**src/hw/rtl/mbr_pkg.sv**
```systemverilog
// -----------------------------------------------------------------------------
// mbr_pkg
// Shared types and constants of the masked bilinear remap block.
// -----------------------------------------------------------------------------
package mbr_pkg;

   // field widths fixed by the request and response formats
   localparam int COORD_W    = 19;
   localparam int LOAD_COL_W = 10;
   localparam int LOAD_ROW_W = 10;
   localparam int PIX_W      = 8;
   localparam int ENTRY_W    = PIX_W + 1;   // {mask bit, pixel}
   localparam int CFG_W      = 11;
   localparam int REQ_DATA_W = 72;
   localparam int RSP_DATA_W = 16;

   // defaults of the top-level parameters
   localparam int MAX_COLUMNS_DEF   = 1024;
   localparam int MAX_ROWS_DEF      = 1024;
   localparam int FRACTION_BITS_DEF = 8;

   // configuration reset values
   localparam logic [CFG_W-1:0] SOURCE_WIDTH_RST  = 11'd640;
   localparam logic [CFG_W-1:0] SOURCE_HEIGHT_RST = 11'd480;

   typedef enum logic [0:0] {
      OP_LOAD  = 1'b0,
      OP_QUERY = 1'b1
   } op_type;

   typedef enum logic [0:0] {
      CSR_SOURCE_WIDTH  = 1'b0,
      CSR_SOURCE_HEIGHT = 1'b1
   } csr_index_type;

   // per-request control flags handed from stage to stage
   // ok: load inside the store, or query passing the enable and range checks
   typedef struct packed {
      logic is_query;
      logic ok;
      logic right;
      logic down;
   } mbr_ctl_type;

endpackage

```
**src/hw/rtl/mbr_blend.sv**
```systemverilog
// -----------------------------------------------------------------------------
// mbr_blend
// Third and fourth stages: mask check and pixel-by-weight products, then the
// rounded sum into the response register.
// -----------------------------------------------------------------------------
module mbr_blend #(
   parameter int FRACTION_BITS = mbr_pkg::FRACTION_BITS_DEF
) (
   input  logic                           clock,
   input  logic                           reset,
   input  logic                           in_valid,
   output logic                           in_ready,
   input  mbr_pkg::mbr_ctl_type           in_ctl,
   input  logic [mbr_pkg::ENTRY_W-1:0]    in_e00,
   input  logic [mbr_pkg::ENTRY_W-1:0]    in_e01,
   input  logic [mbr_pkg::ENTRY_W-1:0]    in_e10,
   input  logic [mbr_pkg::ENTRY_W-1:0]    in_e11,
   input  logic [2*FRACTION_BITS:0]       in_w00,
   input  logic [2*FRACTION_BITS:0]       in_w01,
   input  logic [2*FRACTION_BITS:0]       in_w10,
   input  logic [2*FRACTION_BITS:0]       in_w11,
   output logic                           out_valid,
   input  logic                           out_ready,
   output logic [mbr_pkg::PIX_W-1:0]      out_value,
   output logic                           out_flag
);
   import mbr_pkg::*;

   localparam int FB = FRACTION_BITS;
   localparam int WW = 2 * FB + 1;
   localparam int MW = PIX_W + WW;
   localparam int SW = MW + 2;
   localparam int VW = SW - 2 * FB;

   logic               adv3, adv4;
   logic [PIX_W-1:0]   p00, p01, p10, p11;
   logic               ok_in;
   logic [MW-1:0]      m00_in, m01_in, m10_in, m11_in;

   logic               v3_ff, ok3_ff;
   logic [MW-1:0]      m00_ff, m01_ff, m10_ff, m11_ff;

   logic [SW-1:0]      sum;
   logic [VW-1:0]      val_full;
   logic [PIX_W-1:0]   value_in;

   logic               v4_ff, flag_ff;
   logic [PIX_W-1:0]   value_ff;

   assign adv4     = !v4_ff || out_ready;
   assign adv3     = !v3_ff || adv4;
   assign in_ready = adv3;

   // mask neighbors past the edge so that unread entries cannot leak in
   always_comb begin
      p00    = in_e00[PIX_W-1:0];
      p01    = in_ctl.right ? in_e01[PIX_W-1:0] : '0;
      p10    = in_ctl.down ? in_e10[PIX_W-1:0] : '0;
      p11    = (in_ctl.right && in_ctl.down) ? in_e11[PIX_W-1:0] : '0;
      ok_in  = in_ctl.ok && in_e00[PIX_W] &&
               (!in_ctl.right || in_e01[PIX_W]) &&
               (!in_ctl.down || in_e10[PIX_W]) &&
               (!(in_ctl.right && in_ctl.down) || in_e11[PIX_W]);
      m00_in = MW'(p00) * MW'(in_w00);
      m01_in = MW'(p01) * MW'(in_w01);
      m10_in = MW'(p10) * MW'(in_w10);
      m11_in = MW'(p11) * MW'(in_w11);
   end

   always_ff @(posedge clock) begin
      if (reset) begin
         v3_ff <= 1'b0;
      end else if (adv3) begin
         v3_ff <= in_valid;
      end
   end

   always_ff @(posedge clock) begin
      if (adv3) begin
         ok3_ff <= ok_in;
         m00_ff <= m00_in;
         m01_ff <= m01_in;
         m10_ff <= m10_in;
         m11_ff <= m11_in;
      end
   end

   // add half, shift down, clamp; zero when the request is not ok
   always_comb begin
      sum = SW'(m00_ff) + SW'(m01_ff) + SW'(m10_ff) + SW'(m11_ff) +
            (SW'(1) << (2 * FB - 1));
      val_full = sum[SW-1:2*FB];
      if (!ok3_ff) begin
         value_in = '0;
      end else if (|val_full[VW-1:PIX_W]) begin
         value_in = '1;
      end else begin
         value_in = val_full[PIX_W-1:0];
      end
   end

   always_ff @(posedge clock) begin
      if (reset) begin
         v4_ff <= 1'b0;
      end else if (adv4) begin
         v4_ff <= v3_ff;
      end
   end

   always_ff @(posedge clock) begin
      if (adv4 && v3_ff) begin
         value_ff <= value_in;
         flag_ff  <= ok3_ff;
      end
   end

   assign out_valid = v4_ff;
   assign out_value = value_ff;
   assign out_flag  = flag_ff;

endmodule

```
**config.mk**
```make
export PLATFORM = sky130hd
export DESIGN_NAME = mbr_blend
export DESIGN_NICKNAME = d
export VERILOG_FILES = /design/src/hw/rtl/mbr_pkg.sv /design/src/hw/rtl/mbr_blend.sv
export SDC_FILE = /design/constraint.sdc
export NUM_CORES = 1
export LEC_CHECK = 0
export ABC_AREA = 1
export BUFFER_PORTS_ARGS = -buffer_cell sky130_fd_sc_hd__clkbuf_2
export CORE_ASPECT_RATIO = 1.5
export CORE_MARGIN = 2
export CORE_UTILIZATION = 55
export CTS_CLUSTER_DIAMETER = 60
export DETAILED_ROUTE_END_ITERATION = 10
export PLACE_DENSITY = 0.73
export SYNTH_ARGS = -nofsm -noshare
export SYNTH_HDL_FRONTEND = slang
export SYNTH_SLANG_ARGS = --single-unit
```
**constraint.sdc**
```tcl
create_clock -name clock -period 11.53 [get_ports clock]
set_input_delay 3.459 -clock clock [delete_from_list [all_inputs] [get_ports clock]]
set_output_delay 3.459 -clock clock [all_outputs]
set_load 0.005 [all_outputs]
```
After elaboration in Yosys (flattened, before gate mapping)
Cells that the tools add are included.
- flip-flop bits (word level): 112
- latch bits: 0
- memory bits (writable): 0
- ROM bits: 0
- bits of input ports: 112
- output and inout bits: 11
- logic and storage cells: 38
- memories: 0
- $add $sub $neg: 4
- $mul: 4
- div/mod/pow operators: 0
- magnitude comparators: 0
- equality and inequality tests: 0
- shift operators: 0
- muxes and demuxes: 4
- bitwise operators: 0
- reduce and logical (&&, ||, !) cells: 17
- operator list (operator ; number):
    $mul A8 B17 Y25 ; 4
    $mux W8 ; 4
    $add A26 B25 Y27 ; 1
    $add A27 B16 Y27 const B ; 1
    $add A27 B25 Y27 ; 1
    $add A25 B25 Y26 ; 1
    $logic_and A1 B1 Y1 ; 6
    $logic_not A1 Y1 ; 5
    $logic_or A1 B1 Y1 ; 5
    $reduce_or A3 Y1 ; 1

Longest topological paths before layout
Gate-level depths: netlist of the first run.
- depth after elaboration: 6
- gate-level depth with buffers: 24
- depth with buffers taken out: 22

Worst setup path after synthesis of the first run
OpenSTA, ideal clock, no wires.
- kind: input -> output
- start: input out_ready
- end: output in_ready
- data arrival time: 5858 ps
- required time: 8071 ps
- path slack: 2213 ps
- cell stages on the path: 2
- buffers on the path: 0
- cells stage by stage: inv_1 > nand3_1
- cells in the longest elaborated chain, start to end: 2
- RTL lines (what ; line ; source):
    from (decl) ; mbr_blend.sv:23 ; input logic out_ready,
    $logic_or A1 B1 Y1 ; mbr_blend.sv:50 ; assign adv4 = !v4_ff || out_ready;
    $logic_or A1 B1 Y1 ; mbr_blend.sv:51 ; assign adv3 = !v3_ff || adv4;
    to (decl) ; mbr_blend.sv:12 ; output logic in_ready,
Every way passes these cells.

Final worst setup path of the first run
- start: input in_ctl[0] (netlist bit)
- end: register m11_ff[23], data pin
- cells in the longest elaborated chain, start to end: 3
- RTL lines (what ; line ; source):
    from (decl) ; mbr_blend.sv:13 ; input mbr_pkg::mbr_ctl_type in_ctl,
    $logic_and A1 B1 Y1 ; mbr_blend.sv:59 ; p11 = (in_ctl.right && in_ctl.down) ? in_e11[PIX_W-1:0] : '0;
    $mux W8 ; mbr_blend.sv:59 ;
    $mul A8 B17 Y25 ; mbr_blend.sv:67 ; m11_in = MW'(p11) * MW'(in_w11);
    net m11_in[23] ; mbr_blend.sv:38 ; logic [MW-1:0] m00_in, m01_in, m10_in, m11_in;
    to (signal assigned) ; mbr_blend.sv:84 ; m11_ff <= m11_in;
    to (decl) ; mbr_blend.sv:41 ; logic [MW-1:0] m00_ff, m01_ff, m10_ff, m11_ff;
The timed path passes the listed nets, and every way through them passes these cells.
A chain may end at the register's enable or synchronous reset.

==> results_dict.tcl, run 1 <==
set metrics [dict create \
    drive_above_1_share_pct 5.587 \
    tot_gr_track_use_pct 27.23 \
    maximum_number_of_pins_on_one_net_before_global_route_repair 60 \
    worstSetupPathType "in -> reg" \
    port_buffers 121 \
    cts_num_sinks 112 \
    postCtsHoldBufs 0 \
    grt_remaining_overflow 0 \
    first_global_vias 19600 \
    wire_per_inst_um 16.48 \
    worst_setup_path_end_kind "register" \
    antenna_found_initial 0 \
    routed-via-count 18200 \
    finalMaxSlewViolations 0 \
    synth-async-reset-ratio_pct 0 \
    grt_first_pass_wirelength_um 93460 \
    final_period_minus_worst_setup_slack_ns 8.769 \
    final-setup-viol-count 0 \
    timing.max_cap.violations 0 \
    postLayoutCoreUtil_pct 59.18 \
    worstSetupStartpointType "primary input" \
    maxSlewHeadroom_pct 45.91 \
    die_height_um 254.6 \
    required_time_of_the_critical_path_ns 11.72 \
    floorplan.die_area_sq_mm 0.04355 \
    postSynthAreaPerCell_sq_um 8.318 \
    die_x_um 171.1 \
    finalWeightedCongestion 0.9566 \
    ys.warnings.count 0 \
    crit_arrival_ns 8.96 \
    tns_ns 0 \
    root_buffer "clkbuf_16" \
    multi_input_comb_area_sq_mm 0.01706 \
    synth-seq-area-share_pct 14.52 \
    power.static_leakage_nw 13.89 \
    floorplan.initialDensity_pct 55.86 \
    cts.reportedPaths.clkPinSlew_ns 0.08 \
    post-synth-top-area-fraction_pct 35.56 \
    tightest_slew_ns 0.8113 \
    tritoncts.num_buffers 9 \
    floorplan.core_area_sq_mm 0.04122 \
    routed_via_density 5.345 \
    hold_viol_final 0 \
    dp_wirelength_um 48310 \
    pwr_density_cell_mw_per_mm2 259.8 \
    drc_errors 0 \
    synth_flop_cell "edfxtp_1" \
    area_growth_pct 5.939 \
    n_antenna_cell 0 \
    drt-total-wl_um 56110 \
    post_synth_instance_area_sq_mm 0.02302 \
    first_pass_iters 5 \
    post_synthesis_cells 2768 \
    netlist_top_cells_count "inv_1 (635), nand2_1 (532), fa_1 (409), nor2_1 (392), ha_1 (227)" \
    worst_ir_drop_vdd_v 0.0002946 \
    outcome "finished clean" \
    netlist.top_cell.by_area "fa_1" \
    synth.ff_latch_count 112 \
    finalInstanceArea_sq_mm 0.02439 \
    placed_standard_cell_area_sq_mm 0.02411 \
    cts-htree-levels 3 \
    row_count 91 \
    fillers 3749 \
    yosys.cell_types.count 45 \
    cts_setup_buffers 0 \
    num_io_pins 123 \
    hold_path_class "reg -> reg" \
    number_of_synthesized_flops_with_an_enable_pin 110 \
    clkLatencyLatePin_ns 0.37 \
    cts.repair.resized 0 \
    cts-root-to-sink-buffers 2 \
    cts_tree "yes" \
    mappedNetlistNets 3516 \
    num-nets-final 3589 \
    ant_nets 0 \
    min_period_over_period_pct 76.05 \
    drt_iter0_drc 1152 \
    fmax_mhz 114.0 \
    clock-skew-final_ns 0.008555 \
    post-synth-top-count-cell "inv_1" \
    rsz0062_at_grt "false" \
    path_max_fanout 16 \
    ff_latch_area_sq_mm 0.003343 \
    synth_area_leaders "fa_1 (36%), edfxtp_1 (14%), ha_1 (12%), inv_1 (10%), nand2_1 (8.7%)" \
]
-- per-stage QoR --
stage | power (mW) | hold WS, ns | instances | worst slack (ns)
after floorplan | 4.586 | 0.4451 | 2768 | 2.213
final | 6.338 | 0.5350 | 3404 | 2.761
after global placement | 5.896 | 0.4917 | 3388 | 2.449
after detailed placement | 5.978 | 0.5291 | 3388 | 2.449
after global routing | 7.104 | 0.5544 | 3404 | 2.474
after CTS | 6.318 | 0.5413 | 3404 | 2.819
-- path summary, 6_finish.rpt --
path | endpoint | slack [ns] | start | cells after the start
setup / recovery | m11_ff[23]$_DFFE_PP_ | 2.76 | in_ctl[0] | 21
setup reg to reg | out_value[2]$_SDFFCE_PN0P_ | 7.73 | m01_ff[14]$_DFFE_PP_ | 16
hold reg to reg | out_valid$_SDFFE_PP0N_ | 0.53 | v3_ff$_SDFFE_PP0P_ | 2
hold / removal | out_valid$_SDFFE_PP0N_ | 0.53 | v3_ff$_SDFFE_PP0P_ | 2
-- power breakdown --
group | switching, mW | internal [mW] | total (mW)
logic | 3.33 | 1.90 | 5.23
registers | 0.120 | 0.686 | 0.806
clock network | 0.150 | 0.150 | 0.300
total | 3.60 | 2.74 | 6.34
-- cells in the final DEF (no fill, tap or decap), types with 9 or more instances in the layout --
| cell | netlist | layout |
|---|---|---|
| nand2_1 | 532 | 532 |
| nand4_1 | 9 | 9 |
| nor3_1 | 18 | 18 |
| xor2_1 | 58 | 58 |
| ha_1 | 227 | 227 |
| o21ai_0 | 32 | 32 |
| a21oi_1 | 99 | 99 |
| nand3_1 | 61 | 60 |
| clkbuf_16 | 0 | 9 |
| fa_1 | 409 | 409 |
| a21o_1 | 12 | 12 |
| xnor2_1 | 27 | 27 |
| edfxtp_1 | 110 | 110 |
| o21bai_1 | 11 | 11 |
| clkbuf_2 | 0 | 121 |
| nor2_1 | 392 | 392 |
| inv_1 | 635 | 635 |
-- metal layers --
metal,global-route usage (%),share of wire [%]
met2,52.30,55
met4,11.67,4.6
met5,0,0
met1,30.17,36
met3,2.685,4.3
-- cells by family (layout without fill, tap and decap cells) --
| family | after synthesis | count (layout) | share of synthesized area, % |
|---|---|---|---|
| AO/OA/AOI/OAI | 200 | 200 | 5.092 |
| flip-flops | 112 | 112 | 14.52 |
| adder cells (fa/ha/maj) | 636 | 636 | 47.90 |
| buffers and inverters | 699 | 777 | 11.46 |
| AND/OR/NAND/NOR | 1036 | 1036 | 17.80 |
| XOR/XNOR | 85 | 85 | 3.233 |
-- area by class of cell --
cell class	instances	share of cell area, %
Multi-Input combinational cell	1957	69.93
Sequential cell	112	13.71
Inverter	639	9.833
Tap cell	558	2.862
Timing Repair Buffer	122	2.513
Clock buffer	10	0.9387
Clock inverter	6	0.2206
-- state kept, by name, indices dropped and copies added (netlist names) --
name / count
out_flag: 1
m00_ff: 25
out_value: 8
m01_ff: 25
m10_ff: 25
m11_ff: 25
v3_ff: 1
out_valid: 1
ok3_ff: 1
-- critical path, stage by stage --
cell and delay (ns):
clkbuf_2 0.29, nand2_1 0.25, inv_1 0.29, nand2_1 0.47, inv_1 0.29, nand2_1 0.11
fa_1 0.56, fa_1 0.56, inv_1 0.06, fa_1 0.48, inv_1 0.05, fa_1 0.47
inv_1 0.06, ha_1 0.35, nand2_1 0.13, nor2_1 0.12, inv_1 0.06, nor4_1 0.41
nand3_1 0.14, nand3_1 0.14, xor2_1 0.21
Power figures use the tool's default switching activity.
==> run 2, diff against run 1 <==
Settings changed: PLACE_DENSITY 0.73 to 0.76.
Clock period 11.53 ns to 7.1 ns, I/O delays scaled along.
==> results_dict.tcl, run 2 (same netlist as run 1, synthesis figures left out) <==
set metrics [dict create \
    num_io_pins 123 \
    min_period_over_period_pct 97.00 \
    hold_viol_final 0 \
    finalMaxSlewViolations 0 \
    root_buffer "clkbuf_16" \
    power.static_leakage_nw 14.09 \
    cts_num_sinks 112 \
    cpMostUsedCell "fa_1" \
    worstSetupPathType "in -> reg" \
    crit_arrival_ns 6.98 \
    n_antenna_cell 0 \
    ant_nets 0 \
    final_period_minus_worst_setup_slack_ns 6.887 \
    outcome "finished clean" \
    floorplan.initialDensity_pct 55.86 \
    first_pass_iters 8 \
    placed_standard_cell_area_sq_mm 0.02442 \
    hold_path_class "reg -> reg" \
    placedCellCount 3429 \
    area_growth_pct 7.374 \
    tot_gr_track_use_pct 27.47 \
    floorplan.die_area_sq_mm 0.04355 \
    path_max_fanout 9 \
    worst_setup_path_end_kind "register" \
    maximum_number_of_pins_on_one_net_before_global_route_repair 60 \
    drt_iter0_drc 1140 \
    timing.critical_path.cells "clkbuf_2, nand2_1, clkinvlp_4, nand2_1, buf_4, nor2_1, fa_1, fa_1, fa_1, inv_1, fa_1, inv_1, ha_1, a21oi_1, o21ai_0, a211oi_1, nand3_1, xor2_1" \
    cts_tree "yes" \
    clock-skew-final_ns 0.006263 \
    cts.reportedPaths.clkPinSlew_ns 0.08 \
    hold_ws_ns 0.5080 \
    antenna_found_initial 0 \
    cts-root-to-sink-buffers 2 \
    floorplan.core_area_sq_mm 0.04122 \
    maxSlewHeadroom_pct 47.35 \
    pwr_density_cell_mw_per_mm2 419.2 \
    totalPowerFinal_mw 10.36 \
    worst_ir_drop_vdd_v 0.0004766 \
    layout.cells.most_common_list "inv_1 (634), nand2_1 (532), fa_1 (409)" \
    stdcell_count 3446 \
    finalInstanceArea_sq_mm 0.02472 \
    timing.critical_path.slowest_cell_delay_ns 0.53 \
    worstSetupStartpointType "primary input" \
    finalWeightedCongestion 0.9577 \
    die_height_um 254.6 \
    final-setup-viol-count 0 \
    clkLatencyLatePin_ns 0.36 \
    layout_commonest_cell "inv_1" \
    die_x_um 171.1 \
    routed-via-count 18400 \
    cts-htree-levels 3 \
    postLayoutCoreUtil_pct 59.98 \
    drt-total-wl_um 56420 \
    num-nets-final 3631 \
    dp_wirelength_um 48700 \
    cp_slowest_cell "fa_1" \
    drc_errors 0 \
    drive_above_1_share_pct 7.029 \
    tightest_slew_ns 0.7897 \
    port_buffers 121 \
    routed_via_density 5.340 \
    tritoncts.num_buffers 9 \
    grt_remaining_overflow 0 \
    grt_first_pass_wirelength_um 94150 \
    timing.final.ws_setup_ns 0.2133 \
    wire_per_inst_um 16.37 \
    place_worst_setup_slack_ns -0.08700 \
    fmax_mhz 145.2 \
    row_count 91 \
    tns_ns 0 \
    first_global_vias 20060 \
    required_time_of_the_critical_path_ns 7.19 \
    timing.max_cap.violations 0 \
]
## run 2: cell count changes in the layout (fill, tap and decap cells not counted)
cell | before | now
clkinv_8 | 0 | 1
buf_4 | 1 | 43
clkinv_4 | 1 | 0
clkbuf_1 | 1 | 0
clkinvlp_4 | 3 | 2
inv_1 | 635 | 634
clkinv_2 | 0 | 1
inv_6 | 0 | 2
## run 2: path summary, 6_finish.rpt
kind	to	cells past startpoint	slack, ns	startpoint
worst min-delay path	out_valid$_SDFFE_PP0N_	2	0.51	v3_ff$_SDFFE_PP0P_
worst min register to register	out_valid$_SDFFE_PP0N_	2	0.51	v3_ff$_SDFFE_PP0P_
worst max register to register	out_value[7]$_SDFFCE_PN0P_	14	3.33	m01_ff[21]$_DFFE_PP_
worst max-delay path	m11_ff[21]$_DFFE_PP_	18	0.21	in_ctl[0]
## run 2: where the power goes
group	leakage (nW)	total, mW	switching [mW]	internal [mW]
logic	12.7	8.56	5.45	3.11
registers	1.22	1.30	0.186	1.11
clock network	0.143	0.504	0.255	0.248
## run 2: layer usage
layer / share of wire [%] / track usage (%) / up-vias
li1: - / - / 8569
met1: 36 / 30.21 / 9041
met2: 54 / 52.26 / 594
met3: 4.0 / 2.809 / 197
met4: 5.1 / 13.24 / 0
met5: 0 / 0 / -
## run 2: final cells by class
type | count | area [sq um]
multi-input combinational | 1957 | 17060
fill | 3617 | 16490
sequential | 112 | 3343
inverter | 639 | 2402
timing repair buffer | 164 | 928.4
tap | 558 | 698.2
clock buffer | 9 | 225.2
clock inverter | 7 | 68.82
## run 2: timing repair
item                                    CTS  global route
setup buffers                             0             1
resized for setup                         0             1
endpoints found under the setup margin    0             2
hold buffers                              0             0
## run 2: worst max-delay path, delay by kind of cell
family,cells,cell delay (ns)
AO/OA/AOI/OAI,3,0.82
XOR/XNOR,1,0.21
adder cells (fa/ha/maj),5,2.35
buffers and inverters,5,0.73
AND/OR/NAND/NOR,4,0.73
==> run 3, diff against run 2 <==
Settings changed: CELL_PAD_IN_SITES_DETAIL_PLACEMENT set to 0, CELL_PAD_IN_SITES_GLOBAL_PLACEMENT set to 1, CORE_UTILIZATION 55 to 44, PLACE_DENSITY 0.76 to not set, PLACE_DENSITY_LB_ADDON set to 0.1.
==> results_dict.tcl, run 3 (same netlist as run 1, synthesis figures left out) <==
set metrics [dict create \
    floorplan.initialDensity_pct 44.55 \
    cts_setup_buffers 0 \
    tot_gr_track_use_pct 23.06 \
    grt_first_pass_wirelength_um 99180 \
    finalInstanceArea_sq_mm 0.02491 \
    worst_setup_path_end_kind "register" \
    cts_tree "yes" \
    worstSetupPathType "in -> reg" \
    wire_per_inst_um 16.60 \
    first_pass_iters 5 \
    hold_path_class "reg -> reg" \
    port_buffers 121 \
    rsz0062_at_grt "false" \
    worst_ir_drop_vdd_v 0.0004655 \
    crit_arrival_ns 6.92 \
    clkLatencyLatePin_ns 0.37 \
    drt-total-wl_um 59250 \
    finalWeightedCongestion 0.8717 \
    fmax_mhz 146.8 \
    cts.repair.resized 0 \
    cts-root-to-sink-buffers 2 \
    placed_standard_cell_area_sq_mm 0.02460 \
    floorplan.core_area_sq_mm 0.05169 \
    timing.critical_path.max_delay_family "adder cells" \
    pwr_density_cell_mw_per_mm2 412.1 \
    cpMostUsedCell "fa_1" \
    required_time_of_the_critical_path_ns 7.21 \
    num-nets-final 3635 \
    first_global_vias 19340 \
    routed_via_density 4.977 \
    ant_nets 0 \
    totalPowerFinal_mw 10.27 \
    clock-skew-final_ns 0.01276 \
    row_count 102 \
    drive_above_1_share_pct 7.123 \
    cts_num_sinks 112 \
    maxSlewHeadroom_pct 45.55 \
    dp_wirelength_um 52010 \
    cts-htree-levels 3 \
    path_max_fanout 9 \
    buffering_stage_count_on_the_worst_path_with_inverters_included 6 \
    antenna_found_initial 0 \
    routed-via-count 17760 \
    maximum_number_of_pins_on_one_net_before_global_route_repair 53 \
    drt_iter0_drc 813 \
    root_buffer "clkbuf_16" \
    final-setup-viol-count 0 \
    drc_errors 0 \
    layout.cells.most_common_list "inv_1 (635), nand2_1 (532), fa_1 (409)" \
    outcome "finished clean" \
    hold_viol_final 0 \
    worstSetupStartpointType "primary input" \
    cp_slowest_cell "fa_1" \
    cts.reportedPaths.clkPinSlew_ns 0.08 \
    die_height_um 284.2 \
    timing.critical_path.slowest_cell_delay_ns 0.53 \
    tightest_slew_ns 0.8168 \
    n_antenna_cell 0 \
    final_period_minus_worst_setup_slack_ns 6.811 \
    min_period_over_period_pct 95.93 \
    postCtsHoldBufs 0 \
    die_x_um 190.8 \
    layout_commonest_cell "inv_1" \
    tritoncts.num_buffers 9 \
    power.static_leakage_nw 14.12 \
    grt_remaining_overflow 0 \
    area_growth_pct 8.200 \
    timing.max_cap.violations 0 \
    floorplan.die_area_sq_mm 0.05421 \
    finalMaxSlewViolations 0 \
    num_io_pins 123 \
    timing.critical_path.cells "clkbuf_2, nand2_1, inv_1, nand2_1, buf_4, nor2_1, fa_1, fa_1, fa_1, inv_1, fa_1, inv_1, ha_1, nand2_1, nor4_1, buf_4, a21oi_1, o21ai_1, xor2_1" \
]
==> run 3: power by group <==
group / total [mW] / internal (mW) / switching (mW)
registers: 1.34 / 1.11 / 0.229
logic: 8.40 / 3.09 / 5.31
clock network: 0.520 / 0.253 / 0.267
total: 10.3 / 4.46 / 5.81
==> run 3: layer usage <==
layer | global-route usage [%] | share of wire, %
met1 | 29.11 | 42
met2 | 43.34 | 54
met3 | 1.543 | 2.8
met4 | 3.798 | 1.4
met5 | 0 | 0
==> run 3: tightest hold or removal path: stages (launching register included) <==
cell and delay [ns]:
dfxtp_1 0.34, inv_1 0.08, a21oi_1 0.06
==> run 3: layout make-up <==
cell class / instances / area (sq um)
well taps: 676 / 845.8
repair buffers: 168 / 958.4
clock inverters: 7 / 85.08
clock buffers: 9 / 225.2
multi-input cells: 1957 / 17060
inverters: 639 / 2399
fillers: 5152 / 26770
flip-flops and latches: 112 / 3343
==> run 3: final timing paths <==
path                   startpoint                         end  slack (ns)  depth (start not counted)
min            v3_ff$_SDFFE_PP0P_      out_valid$_SDFFE_PP0N_        0.51                          2
max                     in_ctl[0]        m11_ff[19]$_DFFE_PP_        0.29                         19
min reg2reg    v3_ff$_SDFFE_PP0P_      out_valid$_SDFFE_PP0N_        0.51                          2
max reg2reg  m01_ff[14]$_DFFE_PP_  out_value[6]$_SDFFCE_PN0P_        3.37                         19
==> run 3: per-stage QoR <==
step                      instances  worst slack [ns]  setup TNS (ns)  hold WS, ns  util, %
final                          3568            0.2889               0       0.5147    48.20
after global placement         3552          -0.09430         -0.3644       0.4957    47.60
after detailed placement       3552           -0.1278         -0.5845       0.5083    47.60
after CTS                      3568            0.2373               0       0.5210    48.20
after floorplan                2768            0.4410               0       0.4451        -
after global routing           3568           0.08320               0       0.5410    48.20
