--- src/hw/rtl/mbr_pkg.sv ---
// -----------------------------------------------------------------------------
// mbr_pkg
// Shared types and constants of the masked bilinear remap block.
// -----------------------------------------------------------------------------
package mbr_pkg;

   // field widths fixed by the request and response formats
   localparam int COORD_W    = 19;
   localparam int LOAD_COL_W = 10;
   localparam int LOAD_ROW_W = 10;
   localparam int PIX_W      = 8;
   localparam int ENTRY_W    = PIX_W + 1;   // {mask bit, pixel}
   localparam int CFG_W      = 11;
   localparam int REQ_DATA_W = 72;
   localparam int RSP_DATA_W = 16;

   // defaults of the top-level parameters
   localparam int MAX_COLUMNS_DEF   = 1024;
   localparam int MAX_ROWS_DEF      = 1024;
   localparam int FRACTION_BITS_DEF = 8;

   // configuration reset values
   localparam logic [CFG_W-1:0] SOURCE_WIDTH_RST  = 11'd640;
   localparam logic [CFG_W-1:0] SOURCE_HEIGHT_RST = 11'd480;

   typedef enum logic [0:0] {
      OP_LOAD  = 1'b0,
      OP_QUERY = 1'b1
   } op_type;

   typedef enum logic [0:0] {
      CSR_SOURCE_WIDTH  = 1'b0,
      CSR_SOURCE_HEIGHT = 1'b1
   } csr_index_type;

   // per-request control flags handed from stage to stage
   // ok: load inside the store, or query passing the enable and range checks
   typedef struct packed {
      logic is_query;
      logic ok;
      logic right;
      logic down;
   } mbr_ctl_type;

endpackage

--- src/hw/rtl/mbr_decode.sv ---
// -----------------------------------------------------------------------------
// mbr_decode
// First stage: range checks, split of the coordinates into integer and
// fraction parts, edge flags, and load address check.
// -----------------------------------------------------------------------------
module mbr_decode #(
   parameter int MAX_COLUMNS   = mbr_pkg::MAX_COLUMNS_DEF,
   parameter int MAX_ROWS      = mbr_pkg::MAX_ROWS_DEF,
   parameter int FRACTION_BITS = mbr_pkg::FRACTION_BITS_DEF
) (
   input  logic                                clock,
   input  logic                                reset,
   input  logic                                in_valid,
   output logic                                in_ready,
   input  mbr_pkg::op_type                     operation,
   input  logic [mbr_pkg::LOAD_COL_W-1:0]      load_column,
   input  logic [mbr_pkg::LOAD_ROW_W-1:0]      load_row,
   input  logic [mbr_pkg::PIX_W-1:0]           load_pixel,
   input  logic                                load_valid,
   input  logic signed [mbr_pkg::COORD_W-1:0]  coord_u,
   input  logic signed [mbr_pkg::COORD_W-1:0]  coord_v,
   input  logic                                query_enable,
   input  logic [mbr_pkg::CFG_W-1:0]           source_width,
   input  logic [mbr_pkg::CFG_W-1:0]           source_height,
   output logic                                out_valid,
   input  logic                                out_ready,
   output mbr_pkg::mbr_ctl_type                out_ctl,
   output logic [$clog2(MAX_COLUMNS)-1:0]      out_col,
   output logic [$clog2(MAX_ROWS)-1:0]         out_row,
   output logic [FRACTION_BITS-1:0]            out_du,
   output logic [FRACTION_BITS-1:0]            out_dv,
   output logic [mbr_pkg::ENTRY_W-1:0]         out_entry
);
   import mbr_pkg::*;

   localparam int FB   = FRACTION_BITS;
   localparam int CW   = $clog2(MAX_COLUMNS);
   localparam int RW   = $clog2(MAX_ROWS);
   localparam int CWW  = $clog2(MAX_COLUMNS + 1);
   localparam int RWW  = $clog2(MAX_ROWS + 1);
   localparam int MAGW = COORD_W - 1;
   localparam int IW   = MAGW - FB;
   localparam int LCW  = (CWW > LOAD_COL_W) ? CWW : LOAD_COL_W;
   localparam int LRW  = (RWW > LOAD_ROW_W) ? RWW : LOAD_ROW_W;
   localparam int XCW  = (CWW > CFG_W) ? CWW : CFG_W;
   localparam int XRW  = (RWW > CFG_W) ? RWW : CFG_W;
   localparam int LWU  = (CWW + FB > MAGW) ? CWW + FB : MAGW;
   localparam int LWV  = (RWW + FB > MAGW) ? RWW + FB : MAGW;
   localparam int KCW  = (CWW > IW) ? CWW : IW;
   localparam int KRW  = (RWW > IW) ? RWW : IW;

   // saturated image size
   logic [XCW-1:0] wx, wx_sat;
   logic [XRW-1:0] hx, hx_sat;
   logic [CWW-1:0] w_lim, w_m1;
   logic [RWW-1:0] h_lim, h_m1;
   logic           size_bad;

   // coordinate split
   logic [MAGW-1:0] u_mag, v_mag;
   logic [IW-1:0]   ui, vi;
   logic [KCW-1:0]  ui_k;
   logic [KRW-1:0]  vi_k;
   logic            u_over, v_over, q_ok;

   // load address
   logic [LCW-1:0] lc_ext;
   logic [LRW-1:0] lr_ext;
   logic           ld_ok;

   // next values and registers
   mbr_ctl_type           ctl_in, ctl_ff;
   logic [CW-1:0]         col_in, col_ff;
   logic [RW-1:0]         row_in, row_ff;
   logic [FB-1:0]         du_in, du_ff, dv_in, dv_ff;
   logic [ENTRY_W-1:0]    entry_ff;
   logic                  v_ff;

   always_comb begin
      wx     = XCW'(source_width);
      hx     = XRW'(source_height);
      wx_sat = (wx > XCW'(MAX_COLUMNS)) ? XCW'(MAX_COLUMNS) : wx;
      hx_sat = (hx > XRW'(MAX_ROWS)) ? XRW'(MAX_ROWS) : hx;
      w_lim  = wx_sat[CWW-1:0];
      h_lim  = hx_sat[RWW-1:0];
      w_m1   = w_lim - CWW'(1);
      h_m1   = h_lim - RWW'(1);
      size_bad = (w_lim == '0) || (h_lim == '0);

      u_mag  = coord_u[MAGW-1:0];
      v_mag  = coord_v[MAGW-1:0];
      ui     = u_mag[MAGW-1:FB];
      vi     = v_mag[MAGW-1:FB];
      ui_k   = KCW'(ui);
      vi_k   = KRW'(vi);
      u_over = LWU'(u_mag) > LWU'({w_m1, {FB{1'b0}}});
      v_over = LWV'(v_mag) > LWV'({h_m1, {FB{1'b0}}});
      q_ok   = query_enable && !size_bad && !coord_u[MAGW] && !coord_v[MAGW] &&
               !u_over && !v_over;

      lc_ext = LCW'(load_column);
      lr_ext = LRW'(load_row);
      ld_ok  = (lc_ext < LCW'(MAX_COLUMNS)) && (lr_ext < LRW'(MAX_ROWS));

      ctl_in.is_query = (operation == OP_QUERY);
      ctl_in.ok       = ctl_in.is_query ? q_ok : ld_ok;
      ctl_in.right    = ui_k != KCW'(w_m1);
      ctl_in.down     = vi_k != KRW'(h_m1);
      col_in = ctl_in.is_query ? ui_k[CW-1:0] : lc_ext[CW-1:0];
      row_in = ctl_in.is_query ? vi_k[RW-1:0] : lr_ext[RW-1:0];
      du_in  = u_mag[FB-1:0];
      dv_in  = v_mag[FB-1:0];
   end

   assign in_ready = !v_ff || out_ready;

   always_ff @(posedge clock) begin
      if (reset) begin
         v_ff <= 1'b0;
      end else if (in_ready) begin
         v_ff <= in_valid;
      end
   end

   always_ff @(posedge clock) begin
      if (in_valid && in_ready) begin
         ctl_ff   <= ctl_in;
         col_ff   <= col_in;
         row_ff   <= row_in;
         du_ff    <= du_in;
         dv_ff    <= dv_in;
         entry_ff <= {load_valid, load_pixel};
      end
   end

   assign out_valid = v_ff;
   assign out_ctl   = ctl_ff;
   assign out_col   = col_ff;
   assign out_row   = row_ff;
   assign out_du    = du_ff;
   assign out_dv    = dv_ff;
   assign out_entry = entry_ff;

`ifndef NO_ASSERTIONS
   // a query on the last column must carry no horizontal fraction
   a_last_col_no_frac: assert property (@(posedge clock) disable iff (reset)
      v_ff && ctl_ff.is_query && ctl_ff.ok && !ctl_ff.right |-> du_ff == '0)
      else $error("query on last column with nonzero fraction");

   // same for the last row
   a_last_row_no_frac: assert property (@(posedge clock) disable iff (reset)
      v_ff && ctl_ff.is_query && ctl_ff.ok && !ctl_ff.down |-> dv_ff == '0)
      else $error("query on last row with nonzero fraction");
`endif

endmodule

--- config.mk ---
export PLATFORM = sky130hd
export DESIGN_NAME = mbr_decode
export DESIGN_NICKNAME = d
export VERILOG_FILES = /design/src/hw/rtl/mbr_pkg.sv /design/src/hw/rtl/mbr_decode.sv
export SDC_FILE = /design/constraint.sdc
export NUM_CORES = 1
export LEC_CHECK = 0
export BUFFER_PORTS_ARGS = -buffer_cell sky130_fd_sc_hd__clkbuf_2
export CORE_ASPECT_RATIO = 1.75
export CORE_MARGIN = 2
export CORE_UTILIZATION = 23
export DETAILED_ROUTE_END_ITERATION = 8
export PLACE_DENSITY = 0.52
export SETUP_SLACK_MARGIN = 0.4
export SKIP_CTS_REPAIR_TIMING = 1
export SYNTH_ARGS = -nofsm -noshare
export SYNTH_HDL_FRONTEND = slang
export SYNTH_SLANG_ARGS = --single-unit
--- constraint.sdc ---
create_clock -name clock -period 3.46 [get_ports clock]
set_clock_uncertainty 0.1 [all_clocks]
set_input_delay 0.173 -clock clock [delete_from_list [all_inputs] [get_ports clock]]
set_output_delay 0.173 -clock clock [all_outputs]
set_load 0.05 [all_outputs]
**Yosys cells after proc, flatten, opt, wreduce, memory -nomap -nowiden**

Cells that the tools add are included.

- Flip-flop bits (word level): 50
- Bits in latches: 0
- Bits in writable memories: 0
- Memory bits (read-only): 0
- Input bits: 95
- Logic and storage cells: 38
- Memories kept: 0

- Add/subtract/negate cells: 2
- Multipliers: 0
- Div/mod/pow operators: 0
- $lt $le $gt $ge: 4
- Equal/unequal tests: 2
- Shift operators: 0
- Multiplexer cells: 4
- Bitwise operators: 0
- Reduce and logical (&&, ||, !) cells: 16

Operator list:

| kind | number |
|---|---|
| $gt 18x19->1 | 2 |
| $gt 11x11->1 const B | 2 |
| $logic_not 11->1 | 2 |
| $mux 11 | 2 |
| $ne 10x11->1 | 2 |
| $sub 11x1->11 const B | 2 |
| $mux 10 | 2 |
| $logic_and 1x1->1 | 6 |
| $logic_not 1->1 | 6 |
| $logic_or 1x1->1 | 2 |

**Depth between registers and ports, before layout**

Gate-level depths: netlist of the first run.

- Depth after elaboration: 10
- Depth in mapped cells: 13
- Mapped depth without buffers: 12

**Worst setup path before layout of the first run**

OpenSTA, ideal clock, no wires.

- Path kind: input to register
- From: input port source_height[10] (netlist bit)
- To: register ctl_ff (netlist bit out_ctl[2]), data pin
- Library setup time: 0.132 ns
- Arrival time: 2.551 ns
- Required time: 3.228 ns
- Slack: 0.677 ns
- Stages on the path: 12
- Buffers on the path: 1
- Path through: clkinv_1 nand2_1 ha_1 clkbuf_1 inv_1 or3_1 a31oi_1 ha_1 a2111oi_0 a211oi_1 o31ai_1 a41o_1

- Longest elaborated chain between the ends: 10
- Elaborated cells on any way between the ends: 13
- Classes of those cells: add/sub (1); order compare (2); mux (1); reduce/logical (9)

RTL lines:

| element | line | RTL |
|---|---|---|
| start, declared | mbr_decode.sv:24 | `input logic [mbr_pkg::CFG_W-1:0] source_height,` |
| $gt 11x11->1 | mbr_decode.sv:83 | `hx_sat = (hx > XRW'(MAX_ROWS)) ? XRW'(MAX_ROWS) : hx;` |
| $mux 11 * | mbr_decode.sv:83 |  |
| branches (longest 7 deep; another with $gt 18x19->1) | - |  |
| $logic_and 1x1->1 * | mbr_decode.sv:99 | `!u_over && !v_over;` |
| end signal, assigned | mbr_decode.sv:127 | `ctl_ff <= ctl_in;` |
| end, declared | mbr_decode.sv:72 | `mbr_ctl_type ctl_in, ctl_ff;` |

Mark *: on every way between the ends.
A chain may end at the register's enable or synchronous reset.

**Final worst setup path of the first run**

Ends and elaborated chain as after synthesis.

==> flow_summary.json, run 1 <==
{
  "fill_cells": 1198,
  "root_buffer": "clkbuf_16",
  "worstSetupPathType": "in2reg",
  "gp_congestion": 0.814,
  "yosysTopAreaCellShare_pct": 53.7,
  "cts_buffer_depth": 2,
  "clock_latency_ns": 0.28,
  "yosysSeqAreaShare_pct": 54.4,
  "r2r-start": "out_valid$_SDFFE_PP0N_",
  "seq_area_mm2": 0.00149,
  "dr.pass1.iters": 4,
  "yosys_warnings": 0,
  "initialDrtViolationCount": 64,
  "vias_per_cell": 4.56,
  "comb_power_share_pct": 25.8,
  "fin_crit_ns": 2.76,
  "whs_path_depth": 3,
  "antennaDiodeCount": 0,
  "cp-start-kind": "input port",
  "vdd_ir_drop_max_uv": 202,
  "setup_violations": 0,
  "die-area_mm2": 0.0128,
  "drt-wirelength-per-cell_um": 15.2,
  "hold_class": "in2reg",
  "port_buffers": 145,
  "hold_end": "out_valid$_SDFFE_PP0N_",
  "clock_power_share_pct": 29.7,
  "start_util_pct": 23.7,
  "maxCapViolCount": 0,
  "core_area_mm2": 0.0116,
  "fin_cells": 528,
  "rsz0062_at_grt": "no",
  "stdcell_area_mm2": 0.00404,
  "seqPwrFrac_pct": 44.5,
  "synth_area_leaders": "edfxtp_1, ha_1, mux2_2",
  "grt_pass1_wl_um": 12000,
  "finalSetupTns_ns": 0,
  "syn2layout_area_growth_pct": 47.4,
  "min_from": "in_valid",
  "period_share_pct": 79.9,
  "r2r_cells": 3,
  "r2r-end": "out_dv[6]$_DFFE_PP_",
  "ys_types": 39,
  "cts_buffers": 5,
  "cp.arrival_ns": 2.83,
  "clk_pin_slew_ns": 0.07,
  "ys_seq_elements": 50,
  "cts_tree": "yes",
  "yosysMostFrequentCell": "edfxtp_1",
  "synth_edf_count": 49,
  "drive_above_1_share_pct": 45.5,
  "end_kind": "flip-flop",
  "drc": 0,
  "crit_family": "compound AO/OA/AOI/OAI gates",
  "async_flop_share_pct": 0,
  "track_usage_pct": 12.0,
  "synth_top_cells_by_count": "edfxtp_1, ha_1, mux2_2",
  "grt_max_degree": 26,
  "multi_input_area_mm2": 0.00121,
  "layout.nets": 509,
  "syn-instance-count": 217,
  "worst_slew_margin_rel_pct": 59.3,
  "antenna_found_initial": 0,
  "synth_fp_nets": 334,
  "worstMarginPinSlew_ns": 0.611,
  "cp_max_fo": 9,
  "synth.largest_area_cell": "edfxtp_1",
  "clkSinkCount": 50,
  "p_per_area_mw_per_mm2": 400,
  "intPower_w": 0.00112,
  "hpwl_um": 6370,
  "power.switching_w": 0.000491,
  "hold_viol_final": 0,
  "slowest_delay_ns": 0.40,
  "vias": 2407,
  "cp_slowest_cell": "a2111oi_0",
  "crit_required_ns": 3.52,
  "status": "finished, final reports clean",
  "dpl_cell_area_mm2": 0.00363,
  "maxSlewViolCount": 0,
  "swShare_pct": 30.4,
  "die_w_um": 86.5,
  "rows": 52,
  "leakagePower_nw": 1.77,
  "avgSynthCellArea_um2": 12.6,
  "r2r_slack_ns": 1.60,
  "overflow": 0,
  "wl_um": 8040,
  "cts_htree_levels": 2,
  "synth_ff_type": "edfxtp_1",
  "syn_area_mm2": 0.00274,
  "postRouteAntennaNets": 0,
  "crit_chain": "clkbuf_2 -> clkinvlp_4 -> nand2_1 -> ha_2 -> inv_1 -> or3_1 -> a31oi_1 -> ha_1 -> a2111oi_0 -> a211oi_1 -> o31ai_1 -> a41o_1",
  "path_buf_inv": 3,
  "fmax_mhz": 362,
  "dp.cells": 494,
  "grt_pass1_vias": 2425,
  "die_h_um": 148,
  "ios": 146
}
==> registers in the layout (all words and copies together), names as in the netlist <==
name / flops
out_col: 10
out_row: 10
out_entry: 9
out_du: 8
out_dv: 8
out_ctl: 4
out_valid: 1
==> stage by stage <==
stage | utilization (%) | hold slack, ns | power [W] | setup slack (ns)
6_report | 34.9 | 0.00779 | 0.00162 | 0.696
5_1_grt | 34.9 | 0.0214 | 0.00169 | 0.398
4_1_cts | 32.6 | -0.0692 | 0.00162 | 0.596
3_5_place_dp | 31.3 | 0.238 | 0.00113 | 0.298
3_3_place_gp | 31.3 | 0.240 | 0.00112 | 0.377
2_1_floorplan | - | 0.142 | 0.000986 | 0.677
==> routing by layer <==
layer  vias to the layer above  part of all wire, %  global-route usage, %
met4                         0                  1.8                   3.98
met1                      1129                   36                   12.4
met2                        76                   59                   23.7
met3                         8                  3.6                   1.66
met5                         -                    0                      0
li1                       1194                    -                      -
==> worst max path at each step <==
| stage | start | to | slack [ns] | depth (start not counted) |
|---|---|---|---|---|
| after floorplan | source_height[10] | out_ctl[2]$_SDFFCE_PN1P_ | 0.68 | 12 |
| after global placement | source_width[10] | out_ctl[2]$_SDFFCE_PN1P_ | 0.38 | 11 |
| after detailed placement | source_height[10] | out_ctl[2]$_SDFFCE_PN1P_ | 0.30 | 12 |
| after CTS | source_height[10] | out_ctl[2]$_SDFFCE_PN1P_ | 0.60 | 12 |
| after global routing | source_height[10] | out_ctl[2]$_SDFFCE_PN1P_ | 0.40 | 12 |
| final | source_height[10] | out_ctl[2]$_SDFFCE_PN1P_ | 0.70 | 12 |
==> power by group through the flow <==
stage / logic (W) / registers, W / clock network [W]
detailed placement: 0.000392 / 0.000733 / 0
CTS: 0.000394 / 0.000720 / 0.000507
finish: 0.000416 / 0.000720 / 0.000480
floorplan: 0.000123 / 0.000863 / 0
global route: 0.000452 / 0.000723 / 0.000519
global placement: 0.000390 / 0.000733 / 0
==> worst register-to-register path, stage by stage, from the launching register on <==
cell      delay (ns)
dfxtp_1         0.31
nand2b_1        0.11
and2_2          0.55
buf_4           0.46
==> cells in the final DEF (no fill, tap or decap), drive strengths merged, types with 5 or more instances in the layout <==
cell type and instances:
clkbuf 150, edfxtp 49, dlygate4sd3 26, ha 22, mux2 20, nor2 18, nand2 11, nor4 9
nor3 8, nor2b 8, a21oi 7, inv 6, xor2 6, a31oi 5
==> area by class of cell <==
type                       instances  area share, %
timing repair buffer             172           24.6
multi-input combinational        156           30.0
clock inverter                     3          0.403
tap                              135           4.18
sequential                        50           36.9
inverter                           7          0.744
clock buffer                       5           3.10
==> logic make-up after synthesis <==
logic type | count (synthesis) | share of synthesized area [%]
compound gates | 34 | 8.54
xor+xnor | 10 | 3.20
fa+ha+maj | 22 | 10.0
buf+inv | 11 | 1.51
flops | 50 | 54.4
mux | 20 | 8.22
simple gates | 70 | 14.1
No activity file was read; power rests on OpenSTA's default activity.
==> run 2: changes to the inputs <==
PLACE_DENSITY = 0.53   (was 0.52)
clock period = 2.4 ns   (was 3.46 ns; I/O delays follow)
==> run 2 against run 1 <==
The run now ends with setup timing left. Worst setup slack lost 0.89 ns. Combinational power grew 59%. Via count grew 5.8%. Clock-buffer cell count is the same. Critical path type unchanged. Worst hold slack gained 0.023 ns. Global-route usage grew 0.20 points. Non-clock buffer count grew 36. Utilization grew 3.1 points. Final cell count grew 6.8%.
==> flow_summary.json, run 2 (synthesis results as in run 1) <==
{
  "status": "finished with violations",
  "failed_checks": "setup timing",
  "final_cell_mix": "clkbuf_2, edfxtp_1, buf_4",
  "vias_per_cell": 4.51,
  "cts_buffers": 5,
  "overflow": 0,
  "grt_pass1_vias": 2593,
  "track_usage_pct": 12.2,
  "drive_above_1_share_pct": 51.5,
  "rsz0062_at_grt": "yes",
  "cp_max_fo": 2,
  "dr.pass1.iters": 5,
  "end_kind": "flip-flop",
  "final.setup.worst_slack_ns": -0.193,
  "finalSetupTns_ns": -0.193,
  "use_met2_pct": 23.8,
  "clkSinkCount": 50,
  "gp_congestion": 0.787,
  "worst_slew_margin_rel_pct": 54.9,
  "whs_ns": 0.0303,
  "root_buffer": "clkbuf_16",
  "hold_viol_final": 0,
  "p_per_area_mw_per_mm2": 571,
  "cts_tree": "yes",
  "die-area_mm2": 0.0128,
  "maxCapViolCount": 0,
  "clk_pin_slew_ns": 0.07,
  "hpwl_um": 6580,
  "setup_violations": 1,
  "hold_class": "in2reg",
  "start_util_pct": 23.7,
  "drc": 0,
  "rows": 52,
  "postRouteAntennaNets": 0,
  "vdd_ir_drop_max_uv": 276,
  "gr-max-usage-layer": "met2",
  "leakagePower_nw": 1.98,
  "layout.nets": 545,
  "grt_pass1_wl_um": 12200,
  "fin_crit_ns": 2.59,
  "vias": 2546,
  "maxSlewViolCount": 0,
  "ios": 146,
  "crit_required_ns": 2.35,
  "port_buffers": 145,
  "initialDrtViolationCount": 71,
  "mostFrequentLayoutCell": "clkbuf_2",
  "grt_max_degree": 50,
  "fmax_mhz": 386,
  "antennaDiodeCount": 0,
  "final_core_util_pct": 37.9,
  "gr-usage-met3_pct": 1.33,
  "core_area_mm2": 0.0116,
  "antenna_found_initial": 0,
  "syn2layout_area_growth_pct": 60.4,
  "wl_um": 8210,
  "die_h_um": 148,
  "worstMarginPinSlew_ns": 0.677,
  "use_met1_pct": 12.5,
  "die_w_um": 86.5,
  "clock_latency_ns": 0.28,
  "cts_buffer_depth": 2,
  "cts_htree_levels": 2,
  "cp-start-kind": "input port",
  "worstSetupPathType": "in2reg",
  "period_share_pct": 108,
  "drt-wirelength-per-cell_um": 14.6,
  "total_power_w": 0.00251,
  "fin_cells": 564,
  "cp.arrival_ns": 2.54,
  "dp.cells": 529
}
[run 2: critical path, stage by stage]
cell and delay [ns]:
buf_6 0.09, or4_4 0.53, or3_4 0.36, nor4_4 0.17, xor2_1 0.17, nor2_1 0.06, ha_1 0.31, nand3_2 0.10
nor3_2 0.05, a31oi_1 0.14, o31ai_1 0.09, buf_4 0.13, a41o_1 0.21
[run 2: area by class of cell]
class,count,area [µm²]
clock buffer,5,125
tap,135,169
clock inverter,3,42.5
inverter,7,27.5
timing repair buffer,208,1280
multi-input combinational,156,1250
sequential,50,1490
fill,1181,7190
[run 2: final timing paths]
path                                from                  endpoint  slack, ns  depth (start not counted)
hold reg to reg   out_valid$_SDFFE_PP0N_      out_col[7]$_DFFE_PP_       0.91                          2
setup / recovery        source_height[5]  out_ctl[2]$_SDFFCE_PN1P_      -0.19                         13
hold / removal               load_row[1]      out_row[1]$_DFFE_PP_       0.03                          2
setup reg to reg  out_valid$_SDFFE_PP0N_    out_entry[1]$_DFFE_PP_       0.90                          2
[run 2: per-stage QoR]
step / worst slack [ns] / cell area, µm²
2_1_floorplan: -0.190 / 2760
3_3_place_gp: -0.575 / 3910
3_5_place_dp: -0.569 / 3910
4_1_cts: -0.276 / 4080
5_1_grt: -0.327 / 4390
6_report: -0.193 / 4390
[run 2: power breakdown]
| part | switching [W] | leakage, nW | total (W) | internal [W] |
|---|---|---|---|---|
| registers | 0.0000140 | 0.478 | 0.00104 | 0.00102 |
| logic | 0.000400 | 1.42 | 0.000662 | 0.000262 |
| clock network | 0.000315 | 0.0818 | 0.000808 | 0.000492 |
| total | 0.000729 | 1.98 | 0.00251 | 0.00178 |
[run 2: routing by layer]
metal  wire length (µm)  up-vias  share of wire, %
met5                  0        -                 0
li1                   -     1259                 -
met4                275        0               3.3
met3                317       20               3.9
met2               4650       96                57
met1               2960     1171                36
==> run 3: changes to the inputs <==
CORE_UTILIZATION = 37   (was 23)
PLACE_DENSITY = 0.76   (was 0.53)
==> run 3 against run 2 <==
The flow still finishes with violations (setup timing). Via count up 1.4%. Clock-buffer cell count unchanged. Wire length shrank 7.2%. First-iteration DRC count grew 63%. Combinational power is 1% lower. Global-route usage up 5.4 points. Sequential power about the same. Non-clock buffer count fell by 3. Total power is 3.6% lower. Worst hold slack got worse by 0.0032 ns. Critical endpoint unchanged.
==> flow_summary.json, run 3 (synthesis results as in run 1) <==
{
  "r2r_cells": 2,
  "cts_tree": "yes",
  "period_share_pct": 104,
  "cp_max_fo": 2,
  "grt_max_degree": 50,
  "drt-wirelength-per-cell_um": 14.9,
  "crit_chain": "buf_6 -> or4_4 -> or3_4 -> nor4_4 -> xor2_1 -> nor2_1 -> ha_1 -> nand3_2 -> a211oi_2 -> o31ai_1 -> a41o_1",
  "fin_crit_ns": 2.49,
  "maxCapViolCount": 0,
  "cts_buffer_depth": 2,
  "leakagePower_nw": 1.96,
  "worstMarginPinSlew_ns": 0.746,
  "final_cell_mix": "clkbuf_2, edfxtp_1, buf_4",
  "syn2layout_area_growth_pct": 56.5,
  "pre_cts_ws_ns": -0.481,
  "final.setup.worst_slack_ns": -0.0880,
  "mostFrequentLayoutCell": "clkbuf_2",
  "dp.cells": 477,
  "cp.arrival_ns": 2.44,
  "clkSinkCount": 50,
  "seq_area_mm2": 0.00149,
  "hold_class": "in2reg",
  "dr.pass1.iters": 6,
  "core_area_mm2": 0.00718,
  "track_usage_pct": 17.6,
  "clock_latency_ns": 0.29,
  "hpwl_um": 6060,
  "wl_um": 7620,
  "worst_slew_margin_rel_pct": 49.0,
  "drive_above_1_share_pct": 51.4,
  "root_buffer": "clkbuf_16",
  "die_h_um": 118,
  "fin_cells": 512,
  "drc": 0,
  "gp_congestion": 0.825,
  "rsz0062_at_grt": "yes",
  "cts_htree_levels": 2,
  "min_from": "load_column[8]",
  "ios": 146,
  "rows": 41,
  "clk_pin_slew_ns": 0.07,
  "end_kind": "flip-flop",
  "postRouteAntennaNets": 0,
  "crit_required_ns": 2.35,
  "total_power_w": 0.00242,
  "r2r-start": "out_valid$_SDFFE_PP0N_",
  "cts_buffers": 5,
  "die-area_mm2": 0.00814,
  "worstSetupPathType": "in2reg",
  "hold_viol_final": 0,
  "grt_pass1_wl_um": 11300,
  "overflow": 0,
  "multi_input_area_mm2": 0.00125,
  "cp-start-kind": "input port",
  "finalSetupTns_ns": -0.0880,
  "grt_pass1_vias": 2537,
  "r2r_slack_ns": 0.91,
  "setup_violations": 1,
  "vdd_ir_drop_max_uv": 369,
  "antennaDiodeCount": 0,
  "hold_end": "out_col[8]$_DFFE_PP_",
  "r2r-end": "out_row[7]$_DFFE_PP_",
  "slowest_delay_ns": 0.52,
  "whs_path_depth": 2,
  "port_buffers": 145,
  "cp_slowest_cell": "or4_4",
  "antenna_found_initial": 0,
  "fmax_mhz": 402,
  "whs_ns": 0.0271,
  "die_w_um": 69.1,
  "status": "finished with violations",
  "vias_per_cell": 5.04,
  "failed_checks": "setup timing",
  "start_util_pct": 38.2,
  "p_per_area_mw_per_mm2": 564,
  "fill_cells": 620,
  "maxSlewViolCount": 0,
  "vias": 2581,
  "initialDrtViolationCount": 116,
  "layout.nets": 542
}
run 3: metal layers:
metal	wire length [µm]	vias to the layer above	global-route usage, %
met5	0	-	0
met4	288	0	9.31
met1	2510	1205	16.1
li1	-	1254	-
met2	4490	99	35.3
met3	330	23	2.65
run 3: where the power goes:
part / internal [W] / switching, W / total (W)
clock: 0.000397 / 0.000328 / 0.000726
combinational: 0.000256 / 0.000397 / 0.000653
sequential: 0.00102 / 0.0000139 / 0.00104
run 3: metrics by stage:
stage	util, %	area [µm²]
2_1_floorplan	-	2760
3_3_place_gp	53.3	3830
3_5_place_dp	53.3	3830
4_1_cts	55.4	3980
5_1_grt	59.7	4290
6_report	59.7	4290
run 3: worst max path at each step:
stage                startpoint                  endpoint  slack (ns)  depth (start not counted)
2_1_floorplan  source_height[5]  out_ctl[2]$_SDFFCE_PN1P_       -0.19                         10
3_3_place_gp    source_width[2]  out_ctl[2]$_SDFFCE_PN1P_       -0.48                         11
3_5_place_dp    source_width[2]  out_ctl[2]$_SDFFCE_PN1P_       -0.48                         11
4_1_cts         source_width[2]  out_ctl[2]$_SDFFCE_PN1P_       -0.18                         11
5_1_grt         source_width[2]  out_ctl[2]$_SDFFCE_PN1P_       -0.24                         11
6_report       source_height[5]  out_ctl[2]$_SDFFCE_PN1P_       -0.09                         11
run 3: layout make-up:
cell class | count | area share (%)
tap | 86 | 2.51
multi-input combinational | 156 | 29.2
sequential | 50 | 34.8
timing repair buffer | 205 | 29.3
clock inverter | 3 | 0.671
clock buffer | 5 | 2.92
inverter | 7 | 0.642
run 3: worst max-delay path, delay by kind of cell:
| family | cells | cell delay, ns |
|---|---|---|
| fa+ha+maj | 1 | 0.29 |
| simple gates | 5 | 1.23 |
| xor+xnor | 1 | 0.18 |
| compound gates | 3 | 0.53 |
| buf+inv | 1 | 0.09 |
